### src/rtl/mfr_pkg.sv
package mfr_pkg;

  typedef enum logic [1:0] {
    OP_RX       = 2'd0,
    OP_READ     = 2'd1,
    OP_CLR_MODE = 2'd2
  } op_t;

  typedef enum logic [2:0] {
    EV_NONE    = 3'd0,
    EV_ZIGBEE  = 3'd1,
    EV_CUSTOM  = 3'd2,
    EV_DISCARD = 3'd3,
    EV_MODE    = 3'd4
  } event_t;

  localparam logic [7:0] HEAD_ZIGBEE = 8'h55;
  localparam logic [7:0] HEAD_CRLF   = 8'hC1;
  localparam logic [7:0] CUSTOM_B1   = 8'hC2;
  localparam logic [7:0] CUSTOM_B2   = 8'hC3;
  localparam logic [7:0] CUSTOM_B3   = 8'hC4;
  localparam logic [7:0] CHAR_CR     = 8'h0D;
  localparam logic [7:0] CHAR_LF     = 8'h0A;
  localparam logic [7:0] HEAD_MODE   = 8'h42; // 'B'
  localparam logic [7:0] CHAR_U      = 8'h55;
  localparam logic [7:0] CHAR_S      = 8'h53;
  localparam logic [7:0] CHAR_Y      = 8'h59;

  // result of one item as computed at acceptance; read data from the banks joins it at the output
  typedef struct packed {
    event_t      event_res;
    logic [8:0]  frame_length;
    logic        mode_flag;
    logic        from_mem;
    logic        bank_odd;
    logic [7:0]  reg_data;
  } res_t;

endpackage

### src/rtl/mfr_in_if.sv
interface mfr_in_if;
  logic       valid;
  logic       ready;
  logic [1:0] operation;
  logic [7:0] rx_byte;
  logic [7:0] read_index;

  modport source(output valid, output operation, output rx_byte, output read_index,
                 input ready);
  modport sink(input valid, input operation, input rx_byte, input read_index,
               output ready);
endinterface

### src/rtl/mfr_out_if.sv
interface mfr_out_if;
  logic       valid;
  logic       ready;
  logic [2:0] event_res;
  logic [8:0] frame_length;
  logic [7:0] read_data;
  logic       mode_flag;

  modport source(output valid, output event_res, output frame_length, output read_data,
                 output mode_flag, input ready);
  modport sink(input valid, input event_res, input frame_length, input read_data,
               input mode_flag, output ready);
endinterface

### src/rtl/mfr_bank_ram.sv
module mfr_bank_ram #(
  parameter int ROWS = 128
) (
  input  logic                    clk,
  input  logic                    we,
  input  logic [$clog2(ROWS)-1:0] wrow,
  input  logic [7:0]              wdata,
  input  logic                    re,
  input  logic [$clog2(ROWS)-1:0] rrow,
  output logic [7:0]              rdata
);

  logic [7:0] mem [ROWS];

  always_ff @(posedge clk) begin
    if (we) begin
      mem[wrow] <= wdata;
    end
  end

  always_ff @(posedge clk) begin
    if (re) begin
      rdata <= mem[rrow];
    end
  end

endmodule

### src/rtl/mfr_frame_ctrl.sv
module mfr_frame_ctrl #(
  parameter int BUF_DEPTH = 256
) (
  input  logic                 clk,
  input  logic                 rst_n,
  input  logic                 accept,
  input  logic [1:0]           operation,
  input  logic [7:0]           rx_byte,
  input  logic [7:0]           read_index,
  output logic                 busy,
  output logic [1:0]           mem_we,
  output logic [$clog2((BUF_DEPTH+1)/2)-1:0] mem_wrow [2],
  output logic [7:0]           mem_wdata [2],
  output logic                 mem_re,
  output logic [$clog2((BUF_DEPTH+1)/2)-1:0] mem_rrow,
  output mfr_pkg::res_t        res
);
  import mfr_pkg::*;

  localparam int ROWS  = (BUF_DEPTH + 1) / 2;
  localparam int ROW_W = $clog2(ROWS);
  localparam int FC_MAX = (BUF_DEPTH > 258) ? BUF_DEPTH : 258;
  localparam int FC_W  = $clog2(FC_MAX + 2);

  // entries 0..3 live in flops; the banks hold everything from entry 4 up
  logic [7:0]      ent_r [4];
  logic [7:0]      ent_nxt [4];
  logic [FC_W-1:0] fill_r, fill_nxt;
  logic            cr_r, cr_nxt;
  logic            mode_r, mode_nxt;
  logic            clr_active_r;
  logic [ROW_W-1:0] clr_row_r;

  assign busy = clr_active_r;

  always_comb begin
    logic [FC_W-1:0] fc;
    logic            cr;
    logic            md;
    logic [7:0]      e [4];
    event_t          ev;
    logic            fin;
    logic [FC_W-1:0] pa [2];
    logic [7:0]      pd [2];
    logic            pv [2];
    logic [FC_W-1:0] want;
    logic [FC_W-1:0] ridx;
    logic [FC_W-1:0] sh;
    logic [7:0]      b;

    fc   = fill_r;
    cr   = cr_r;
    md   = mode_r;
    e    = ent_r;
    ev   = EV_NONE;
    fin  = 1'b0;
    pa   = '{default: '0};
    pd   = '{default: '0};
    pv   = '{default: 1'b0};
    want = '0;
    b    = rx_byte;
    ridx = FC_W'(read_index);
    sh   = '0;

    res.event_res    = EV_NONE;
    res.frame_length = '0;
    res.mode_flag    = 1'b0;
    res.from_mem     = 1'b0;
    res.bank_odd     = read_index[0];
    res.reg_data     = '0;
    mem_re           = 1'b0;
    sh               = ridx >> 1;
    mem_rrow         = sh[ROW_W-1:0];

    case (op_t'(operation))
      OP_RX: begin
        if (e[0] == HEAD_CRLF) begin
          if (cr) begin
            if (b == CHAR_LF) begin
              fin = 1'b1;
            end else begin
              // lone CR is kept as data ahead of this byte
              cr = 1'b0;
              if (fc < FC_W'(4)) e[fc[1:0]] = CHAR_CR;
              else begin pv[0] = 1'b1; pa[0] = fc; pd[0] = CHAR_CR; end
              fc = fc + 1'b1;
              if (fc < FC_W'(4)) e[fc[1:0]] = b;
              else begin pv[1] = 1'b1; pa[1] = fc; pd[1] = b; end
              fc = fc + 1'b1;
              if (fc > FC_W'(BUF_DEPTH - 1)) begin
                fc = '0;
                cr = 1'b0;
              end
            end
          end else if (b == CHAR_CR) begin
            cr = 1'b1;
          end else begin
            if (fc < FC_W'(4)) e[fc[1:0]] = b;
            else begin pv[0] = 1'b1; pa[0] = fc; pd[0] = b; end
            fc = fc + 1'b1;
            if (fc > FC_W'(BUF_DEPTH - 1)) begin
              fc = '0;
              cr = 1'b0;
            end
          end
        end else if (e[0] == HEAD_ZIGBEE) begin
          if (fc < FC_W'(4)) e[fc[1:0]] = b;
          else begin pv[0] = 1'b1; pa[0] = fc; pd[0] = b; end
          fc   = fc + 1'b1;
          want = FC_W'(e[1]) + FC_W'(2);
          if (want == fc) begin
            fin = 1'b1;
          end else if (want < fc) begin
            // overrun: drop the frame silently
            fc   = '0;
            cr   = 1'b0;
            e[0] = '0;
            e[1] = '0;
          end
        end else if (e[0] == HEAD_MODE) begin
          if (b != CHAR_U && b != CHAR_S && b != CHAR_Y) begin
            cr   = 1'b0;
            e[1] = '0;
            e[0] = b;
            fc   = FC_W'(1);
          end else begin
            if (fc < FC_W'(4)) e[fc[1:0]] = b;
            else begin pv[0] = 1'b1; pa[0] = fc; pd[0] = b; end
            fc = fc + 1'b1;
          end
          if (fc == FC_W'(4)) begin
            if (!md) begin
              md = 1'b1;
              ev = EV_MODE;
            end
          end else if (fc > FC_W'(4)) begin
            cr   = 1'b0;
            e[1] = '0;
            e[0] = b;
            fc   = FC_W'(1);
          end
        end else if (e[0] == 8'h00) begin
          e[1] = '0;
          e[0] = b;
          if (fc >= FC_W'(BUF_DEPTH - 1)) fc = '0;
          else fc = fc + 1'b1;
        end else begin
          cr   = 1'b0;
          e[1] = '0;
          e[0] = b;
          fc   = FC_W'(1);
        end

        res.frame_length = fc[8:0];
        if (fin) begin
          if (e[0] == HEAD_ZIGBEE) ev = EV_ZIGBEE;
          else if (e[0] == HEAD_CRLF && e[1] == CUSTOM_B1 && e[2] == CUSTOM_B2 &&
                   e[3] == CUSTOM_B3) ev = EV_CUSTOM;
          else ev = EV_DISCARD;
          fc   = '0;
          cr   = 1'b0;
          e[0] = '0;
        end
      end
      OP_READ: begin
        res.frame_length = fc[8:0];
        if (ridx < FC_W'(4)) begin
          res.reg_data = ent_r[read_index[1:0]];
        end else if (ridx < FC_W'(BUF_DEPTH)) begin
          res.from_mem = 1'b1;
          mem_re       = accept;
        end
      end
      OP_CLR_MODE: begin
        md               = 1'b0;
        res.frame_length = fc[8:0];
      end
      default: begin
        res.frame_length = fc[8:0];
      end
    endcase

    res.event_res = ev;
    res.mode_flag = md;

    fill_nxt = accept ? fc : fill_r;
    cr_nxt   = accept ? cr : cr_r;
    mode_nxt = accept ? md : mode_r;
    ent_nxt  = accept ? e : ent_r;

    mem_we    = '0;
    mem_wrow  = '{default: '0};
    mem_wdata = '{default: '0};
    if (clr_active_r) begin
      mem_we    = 2'b11;
      mem_wrow  = '{clr_row_r, clr_row_r};
      mem_wdata = '{8'h00, 8'h00};
    end else if (accept) begin
      // a kept CR pair lands on consecutive entries, so one per bank
      for (int k = 0; k < 2; k++) begin
        if (pv[k] && pa[k] < FC_W'(BUF_DEPTH)) begin
          sh = pa[k] >> 1;
          mem_we[pa[k][0]]    = 1'b1;
          mem_wrow[pa[k][0]]  = sh[ROW_W-1:0];
          mem_wdata[pa[k][0]] = pd[k];
        end
      end
    end
  end

  always_ff @(posedge clk) begin
    if (!rst_n) begin
      fill_r       <= '0;
      cr_r         <= 1'b0;
      mode_r       <= 1'b0;
      ent_r        <= '{default: '0};
      clr_active_r <= 1'b1;
      clr_row_r    <= '0;
    end else begin
      fill_r <= fill_nxt;
      cr_r   <= cr_nxt;
      mode_r <= mode_nxt;
      ent_r  <= ent_nxt;
      if (clr_active_r) begin
        if (clr_row_r == ROW_W'(ROWS - 1)) clr_active_r <= 1'b0;
        clr_row_r <= clr_row_r + 1'b1;
      end
    end
  end

endmodule

### src/rtl/multi_format_frame_receiver.sv
// Serial frame receiver: each item is a received byte, a buffer read or a mode-flag clear,
// and each item gives exactly one result. The byte at buffer entry 0 picks the frame format
// (0x55 length-prefixed, 0xC1 ended by CR LF, 'B' followed by U/S/Y for mode entry).
// One item is taken per clock while no clearing pass runs and the output is free or taken;
// its result is registered at acceptance, with buffer reads served from the registered port
// of the buffer memory. The buffer is split into even and odd entry banks so the two-byte
// store of a kept CR writes both banks in the same cycle. After reset a clearing pass zeroes
// the buffer, one row of both banks per cycle; no item is accepted until it ends.
module multi_format_frame_receiver #(
  parameter int BUF_DEPTH = 256
) (
  input  logic       clk,
  input  logic       rst_n,
  mfr_in_if.sink     in_ch,
  mfr_out_if.source  out_ch
);
  import mfr_pkg::*;

  localparam int ROWS  = (BUF_DEPTH + 1) / 2;
  localparam int ROW_W = $clog2(ROWS);

  logic             busy;
  logic             accept;
  logic [1:0]       mem_we;
  logic [ROW_W-1:0] mem_wrow [2];
  logic [7:0]       mem_wdata [2];
  logic             mem_re;
  logic [ROW_W-1:0] mem_rrow;
  logic [7:0]       mem_rdata [2];
  res_t             res;
  res_t             res_r;
  logic             out_valid_r;

  assign in_ch.ready = !busy && (!out_valid_r || out_ch.ready);
  assign accept      = in_ch.valid && in_ch.ready;

  mfr_frame_ctrl #(.BUF_DEPTH(BUF_DEPTH)) u_ctrl (
    .clk        (clk),
    .rst_n      (rst_n),
    .accept     (accept),
    .operation  (in_ch.operation),
    .rx_byte    (in_ch.rx_byte),
    .read_index (in_ch.read_index),
    .busy       (busy),
    .mem_we     (mem_we),
    .mem_wrow   (mem_wrow),
    .mem_wdata  (mem_wdata),
    .mem_re     (mem_re),
    .mem_rrow   (mem_rrow),
    .res        (res)
  );

  for (genvar g = 0; g < 2; g++) begin : g_bank
    mfr_bank_ram #(.ROWS(ROWS)) u_bank (
      .clk   (clk),
      .we    (mem_we[g]),
      .wrow  (mem_wrow[g]),
      .wdata (mem_wdata[g]),
      .re    (mem_re),
      .rrow  (mem_rrow),
      .rdata (mem_rdata[g])
    );
  end

  always_ff @(posedge clk) begin
    if (!rst_n) begin
      out_valid_r <= 1'b0;
    end else begin
      out_valid_r <= accept || (out_valid_r && !out_ch.ready);
    end
  end

  always_ff @(posedge clk) begin
    if (accept) begin
      res_r <= res;
    end
  end

  // bank read data holds while stalled, since no read is issued then
  assign out_ch.valid        = out_valid_r;
  assign out_ch.event_res    = res_r.event_res;
  assign out_ch.frame_length = res_r.frame_length;
  assign out_ch.mode_flag    = res_r.mode_flag;
  assign out_ch.read_data    = res_r.from_mem ? (res_r.bank_odd ? mem_rdata[1] : mem_rdata[0])
                                              : res_r.reg_data;

endmodule

### src/flat_wrapper.sv
// flat-port wrapper written by rule: the top's interface ports become plain ports
module multi_format_frame_receiver_flat import mfr_pkg::*;
#(
  parameter int BUF_DEPTH = 256
)
  (clk, rst_n, in_ch_valid, in_ch_operation, in_ch_rx_byte, in_ch_read_index, in_ch_ready, out_ch_valid, out_ch_event_res, out_ch_frame_length, out_ch_read_data, out_ch_mode_flag, out_ch_ready);
  mfr_in_if in_ch_i ();
  mfr_out_if out_ch_i ();
  input  logic clk;
  input  logic rst_n;
  input wire logic [$bits(in_ch_i.valid)-1:0] in_ch_valid;
  input wire logic [$bits(in_ch_i.operation)-1:0] in_ch_operation;
  input wire logic [$bits(in_ch_i.rx_byte)-1:0] in_ch_rx_byte;
  input wire logic [$bits(in_ch_i.read_index)-1:0] in_ch_read_index;
  output wire logic [$bits(in_ch_i.ready)-1:0] in_ch_ready;
  output wire logic [$bits(out_ch_i.valid)-1:0] out_ch_valid;
  output wire logic [$bits(out_ch_i.event_res)-1:0] out_ch_event_res;
  output wire logic [$bits(out_ch_i.frame_length)-1:0] out_ch_frame_length;
  output wire logic [$bits(out_ch_i.read_data)-1:0] out_ch_read_data;
  output wire logic [$bits(out_ch_i.mode_flag)-1:0] out_ch_mode_flag;
  input wire logic [$bits(out_ch_i.ready)-1:0] out_ch_ready;
  assign in_ch_i.valid = in_ch_valid;
  assign in_ch_i.operation = in_ch_operation;
  assign in_ch_i.rx_byte = in_ch_rx_byte;
  assign in_ch_i.read_index = in_ch_read_index;
  assign in_ch_ready = in_ch_i.ready;
  assign out_ch_valid = out_ch_i.valid;
  assign out_ch_event_res = out_ch_i.event_res;
  assign out_ch_frame_length = out_ch_i.frame_length;
  assign out_ch_read_data = out_ch_i.read_data;
  assign out_ch_mode_flag = out_ch_i.mode_flag;
  assign out_ch_i.ready = out_ch_ready;
  multi_format_frame_receiver #(.BUF_DEPTH(BUF_DEPTH)) u_core (.clk(clk), .rst_n(rst_n), .in_ch(in_ch_i), .out_ch(out_ch_i));
endmodule
### config.mk
export PLATFORM = sky130hd
export DESIGN_NAME = multi_format_frame_receiver_flat
export DESIGN_NICKNAME = d
export VERILOG_FILES = /design/src/rtl/mfr_pkg.sv /design/src/rtl/mfr_in_if.sv /design/src/rtl/mfr_out_if.sv /design/src/rtl/mfr_bank_ram.sv /design/src/rtl/mfr_frame_ctrl.sv /design/src/rtl/multi_format_frame_receiver.sv /design/src/flat_wrapper.sv
export SDC_FILE = /design/constraint.sdc
export NUM_CORES = 2
export LEC_CHECK = 0
export ABC_AREA = 0
export BUFFER_PORTS_ARGS = -buffer_cell sky130_fd_sc_hd__buf_2
export CAP_MARGIN = 0
export CORE_AREA = 2 2 480 482
export DETAILED_ROUTE_END_ITERATION = 10
export DIE_AREA = 0 0 482 484
export MAX_ROUTING_LAYER = met4
export SYNTH_ARGS = -nofsm -noshare
export SYNTH_HDL_FRONTEND = slang
export SYNTH_SLANG_ARGS = --single-unit
### constraint.sdc
create_clock -name clk -period 6.35 [get_ports clk]
set_input_delay 0.635 -clock clk [delete_from_list [all_inputs] [get_ports clk]]
set_output_delay 0.635 -clock clk [all_outputs]
set_load 0.1 [all_outputs]
Word-level counts from Yosys, hierarchy flattened
Memories as Yosys holds them, arrays and structs flattened. A register that Yosys moved wholly into a read port is not among the register bits.
Index checks and enable logic that the tools add are counted.

storage, ports and cells
  register bits after elaboration = 75
  memories kept = 2
  memory bits (writable) = 2048
  output and inout bits = 23

cells by class
  reduce and logical (&&, ||, !) cells = 26
  equal/unequal tests = 21
  magnitude comparators = 23
  multiplexer cells = 166
  $add $sub $neg = 4
  bitwise operators = 11

memories
  memory                       depth  width  rd ports  clocked after Yosys merged registers in  wr ports  line                RTL
  u_core.g_bank[0].u_bank.mem  128    8      1         1                                        1         mfr_bank_ram.sv:13  logic [7:0] mem [ROWS];
  u_core.g_bank[1].u_bank.mem  128    8      1         1                                        1         mfr_bank_ram.sv:13

operators by type and width
  operator             number
  $mux 32              16
  $mux 9               31
  $mux 16              15
  $mux 8               19
  $mux 14              6
  $bwmux 32            2
  $mux 1               44
  $eq 8x8->1 const B   5
  $mux 18              2
  $demux 8 s2          2
  $eq 8x7->1 const B   3
  $ne 8x7->1 const B   3
  $and 20x20->20       1
  $not 20->20          1
  $add 9x1->9 const B  2
  $gt 9x8->1 const B   2
  $lt 9x3->1 const B   2
  $lt 9x9->1 const B   2
  $mux 2               9
  $mux 3               6
  $and 16x16->16       1
  $bmux 8 s2           1
  $bwmux 16            1
  $demux 8 s1          2
  other kinds (40)     73

Longest topological paths before layout
  word-level depth = 25
  gate-level depth with buffers = 22
  gate-level depth less buffers = 20

Modules after synthesis
Synthesis repeated with hierarchy kept, for this count alone.

unflattened totals
  cell total of the unflattened synthesis = 4197
  area total of the unflattened synthesis = 86556.8 µm²

by module, submodules not included
  module                                  cells each  instances  area each (µm²)
  mfr_bank_ram (u_core.g_bank[1].u_bank)  1635        1          39745.6
  mfr_bank_ram (u_core.g_bank[0].u_bank)  1635        1          39713.1
  mfr_frame_ctrl                          858         1          6083.3
  multi_format_frame_receiver             69          1          1014.7

Worst setup path before layout
Ideal clock, no wire load.

  path type = register to register
  from = register u_core.out_valid_r, in the netlist u_core.out_ch.valid
  to = memory u_core.g_bank[1].u_bank.mem[0][1] (data pin)
  arrival = 5.298 ns
  cell stages (with the launch flop) = 8
  setup slack = 0.519 ns
  buffers on the path = 1
  data required time = 5.816 ns
  cells stage by stage = dfxtp_1 > nand2b_1 > nor2b_1 > nand2_1 > nor2_4 > buf_4 > a21boi_0 > and2_1

on the way
  cells in the longest elaborated chain, start to end = 6

ends and longest elaborated chain
  what                                  line                               RTL
  from (decl)                           multi_format_frame_receiver.sv:32  logic out_valid_r;
  from (signal assigned)                multi_format_frame_receiver.sv:69  out_valid_r <= accept || (out_valid_r && !out_ch.ready);
  $logic_not 1->1                       multi_format_frame_receiver.sv:34  assign in_ch.ready = !busy && (!out_valid_r || out_ch.ready);
  $logic_or 1x1->1                      multi_format_frame_receiver.sv:34
  $logic_and 1x1->1                     multi_format_frame_receiver.sv:34
  net in_ch_ready                       flat_wrapper.sv:15                 output wire logic [$bits(in_ch_i.ready)-1:0] in_ch_ready;
  $logic_and 1x1->1                     multi_format_frame_receiver.sv:35  assign accept = in_ch.valid && in_ch.ready;
  $mux 16                               mfr_frame_ctrl.sv:198              end else if (accept) begin
  $mux 16                               mfr_frame_ctrl.sv:194              if (clr_active_r) begin
  net u_core.g_bank[1].u_bank.wdata[1]  mfr_bank_ram.sv:7                  input logic [7:0] wdata,
  to (decl)                             mfr_bank_ram.sv:13

The timed path passes the listed nets, and every way through them passes these cells.

Worst setup path after layout
  from = register u_core.u_ctrl.fill_r[3]
  to = memory u_core.g_bank[0].u_bank.mem[94][0], enable pin

on the way
  cells in the longest elaborated chain, start to end = 20

ends and longest elaborated chain
  what                                                  line                   RTL
  from (decl)                                           mfr_frame_ctrl.sv:28   logic [FC_W-1:0] fill_r, fill_nxt;
  from (signal assigned)                                mfr_frame_ctrl.sv:220  fill_r <= fill_nxt;
  branches (longest 20 deep; another with $add 9x1->9)  -
  to (decl)                                             mfr_bank_ram.sv:13

Parallel ways; which one is timed is not known. The select of a mux whose other input is x is not followed.

==> impl_metrics.tcl <==
set metrics [dict create \
    cts.clk_slew.worst_paths_ns 0.07 \
    rsz0062_at_grt "no" \
    hold_end "u_core.out_ch.valid" \
    arrival_ns 6.20 \
    vdd_drop_max_uv 257 \
    cts.sinks 2139 \
    r2r_start "u_core.u_ctrl.fill_r[3]" \
    first_pass_iters 7 \
    post_cts_resized 0 \
    reg2reg_slack_ns 0.61 \
    overflow 0 \
    gp_congestion 0.920 \
    synthCells 4195 \
    finalHoldViolCount 0 \
    row_count 176 \
    finalSetupViolations 0 \
    min_path_cells 3 \
    multi_input_area_um2 21600 \
    p_leak_nw 31.6 \
    seq_area_frac_synth_pct 73.7 \
    die_width_um 482 \
    drtIter0Drc 4488 \
    p_total_mw 28.6 \
    portBuffers 44 \
    clk_root_buffer_cell "clkbuf_16" \
    cts_made_buffers 212 \
    powerDensity_nw_per_um2 290 \
    worstPathMaxFanout 15 \
    finClkSkew_ns 0.0416 \
    post_cts_buffers 0 \
    setup_slack_ns 0.615 \
    post-route-period-util_pct 90.3 \
    die_h_um 484 \
    fin_nets 4500 \
    pwr-share-comb_pct 3.3 \
    maxSlewViolCount 0 \
    die-area_um2 233000 \
    worstPathRequired_ns 6.82 \
    outcome "finished clean" \
    grt_antenna_before_repair 6 \
    ys_types 97 \
    ys_ff_latch 2139 \
    h-tree-depth 4 \
    cts_hold_buffers 0 \
    area_growth_pct 14.2 \
    wl_um 218000 \
    tns_ns 0 \
    grt_max_degree 111 \
    yosys_warnings 0 \
    pre_cts_slack_ns 0.757 \
    end_kind "flop" \
    postRouteAntennaNets 0 \
    wire_per_inst_um 28.5 \
    tightest_slew_ns 1.13 \
    startpoint_type "flop" \
    synth_edf_count 2087 \
    grt_first_pass_wirelength_um 315000 \
    min_period_ns 5.74 \
    via_per_inst 5.63 \
    start_util_pct 37.8 \
    p_sw_mw 5.93 \
    synth_flop_cell "edfxtp_1" \
    via_count 43200 \
    clockBufferDepth 3 \
    pwr-share-clk_pct 43.2 \
    grt_pass1_vias 43400 \
    r2r-end "u_core.g_bank[0].u_bank.mem[94][0]" \
    holdWs_ns 0.0580 \
    seq_area_um2 63700 \
    hp-class "in -> reg" \
    internal_power_mw 22.7 \
    hp-start "out_ch_ready" \
    async_reset_ff_share_pct 0 \
    grtUsageTotal_pct 19.1 \
    detailed_place_hpwl_um 138000 \
    drive_gt1_share_pct 29.2 \
    pin_count 45 \
    relSlewSlack_pct 24.5 \
    num-fill-cells 19700 \
    drc 0 \
    p_sw_share_pct 20.7 \
    synthesis.nets 4237 \
    maxCapViolCount 0 \
    final_util_pct 43.2 \
    max_freq_mhz 174 \
    synth.avg_cell_area_um2 20.6 \
    core_um2 229000 \
    reg2reg_depth 14 \
    seqPwrFrac_pct 53.5 \
    clkLatencyLatePin_ns 0.85 \
    cts_tree "done" \
    crit_type "reg -> reg" \
    synthesis.area_um2 86400 \
]
[cells in the final DEF (no fill, tap or decap), types with 18 or more instances in the layout]
cell type and n:
and2_1 20, ha_1 20, clkbuf_16 217, edfxtp_1 2087
mux4_2 676, buf_2 39, a22oi_1 27, nor2_1 367
nor3_1 27, bufinv_16 18, nand2_1 129, buf_4 219
mux2i_1 34, dfxtp_1 52, nand3_1 36, buf_12 34
clkinv_1 54, mux2_2 18, inv_1 34, clkinv_2 41
clkbuf_1 35, a21oi_1 79, o21ai_0 66
[power groups by stage]
stage / Sequential [mW] / Combinational (mW) / Clock [mW]
final: 15.3 / 0.940 / 12.4
after global routing: 15.3 / 0.982 / 13.1
after CTS: 15.3 / 0.955 / 12.6
after detailed placement: 15.6 / 0.954 / 0
after global placement: 15.6 / 0.951 / 0
after floorplan: 15.6 / 0.581 / 0
[cells in the mapped netlist, types with 4 or more instances]
cell | count | area, um2
nand2_1 | 129 | 484
a21boi_0 | 5 | 37.5
xor2_1 | 6 | 52.6
buf_2 | 31 | 155
o22ai_1 | 4 | 25.0
buf_1 | 68 | 255
and4_1 | 12 | 105
nor2_1 | 367 | 1380
or2_2 | 5 | 31.3
nand2b_1 | 9 | 56.3
nor2b_1 | 16 | 100
a211oi_1 | 9 | 67.6
mux2_2 | 18 | 203
edfxtp_1 | 2087 | 62700
o211ai_1 | 12 | 90.1
and3_1 | 9 | 56.3
inv_1 | 34 | 128
o21a_1 | 10 | 75.1
a221oi_1 | 9 | 78.8
dfxtp_1 | 52 | 1040
or3_1 | 11 | 68.8
nand3_1 | 36 | 180
nor3b_1 | 4 | 30.0
and2_1 | 30 | 188
nor3_1 | 28 | 140
a31oi_1 | 8 | 50.1
ha_1 | 20 | 250
o21ai_0 | 66 | 330
nand3b_1 | 4 | 30.0
a21oi_1 | 79 | 395
nand4_1 | 15 | 93.8
o31ai_1 | 5 | 37.5
a22oi_1 | 27 | 203
buf_4 | 15 | 113
clkbuf_1 | 131 | 492
mux4_2 | 676 | 15200
mux2i_1 | 34 | 340
xnor2_1 | 9 | 78.8
o211a_1 | 7 | 70.1
a22o_1 | 6 | 52.6
[per-stage QoR]
step | instance area, um2 | cells
finish | 98700 | 7665
global route | 98700 | 7664
CTS | 98700 | 7662
detailed placement | 91800 | 7270
global placement | 91800 | 7270
floorplan | 86400 | 4195
[routing by layer]
layer | vias up | part of all wire, % | GRT usage, %
met2 | 1593 | 48 | 29.3
met1 | 23300 | 44 | 27.1
met5 | - | 0 | -
met3 | 288 | 6.1 | 2.78
met4 | 0 | 2.0 | 4.49
li1 | 18000 | - | -
[logic make-up (layout without fill, tap and decap cells)]
group           count (synthesis)  count (layout)  share of synthesized area [%]
compound gates                304             304                           2.41
xor+xnor                       16              16                          0.184
fa+ha+maj                      20              20                          0.290
buf+inv                       282             723                           1.35
flops                        2139            2139                           73.7
mux                           728             728                           18.2
other cells                     0               3                              0
simple gates                  706             706                           3.80
[worst max-delay path, stage by stage (launching register included)]
cell and delay, ns:
dfxtp_1 0.42, buf_4 0.26, and2_1 0.22, nand4_1 0.16, nor3_1 0.21, ha_1 0.36, o211a_1 0.17, or2_1 0.40
nand3_1 0.24, nand4_1 0.29, a21oi_2 0.51, a22oi_1 0.28, nor2_1 0.64, nand2_1 0.46, nor2_1 0.71
[worst max path at each step]
stage                                  startpoint                                  to  slack, ns
after floorplan               u_core.out_ch.valid   u_core.g_bank[1].u_bank.mem[0][1]       0.52
after global placement    u_core.u_ctrl.fill_r[0]  u_core.g_bank[0].u_bank.mem[86][7]       0.90
after detailed placement  u_core.u_ctrl.fill_r[0]  u_core.g_bank[0].u_bank.mem[94][6]       0.76
after CTS                 u_core.u_ctrl.fill_r[3]  u_core.g_bank[0].u_bank.mem[94][2]       0.74
after global routing      u_core.u_ctrl.fill_r[3]  u_core.g_bank[0].u_bank.mem[94][0]       0.34
final                     u_core.u_ctrl.fill_r[3]  u_core.g_bank[0].u_bank.mem[94][0]       0.61
[flip-flops by register name, summed over array words and instances, names as in the netlist]
register / cells
u_core.u_ctrl.clr_row_r: 7
u_core.u_ctrl.mode_r: 1
u_core.u_ctrl.ent_r: 32
u_core.g_bank.u_bank.mem: 2048
u_core.out_ch.valid: 1
u_core.g_bank.u_bank.rdata: 16
u_core.out_ch.mode_flag: 1
u_core.out_ch.frame_length: 9
u_core.out_ch.event_res: 3
u_core.u_ctrl.cr_r: 1
u_core.u_ctrl.busy: 1
u_core.res_r: 10
u_core.u_ctrl.fill_r: 9
[layout make-up]
class	count	share of cell area [%]
flip-flops and latches	2139	64.5
multi-input cells	1774	21.9
clock buffers	253	5.65
well taps	3026	3.84
repair buffers	296	2.61
clock inverters	139	1.33
inverters	35	0.133
diodes	3	0.00760
No activity file was read; power rests on OpenSTA's default activity.
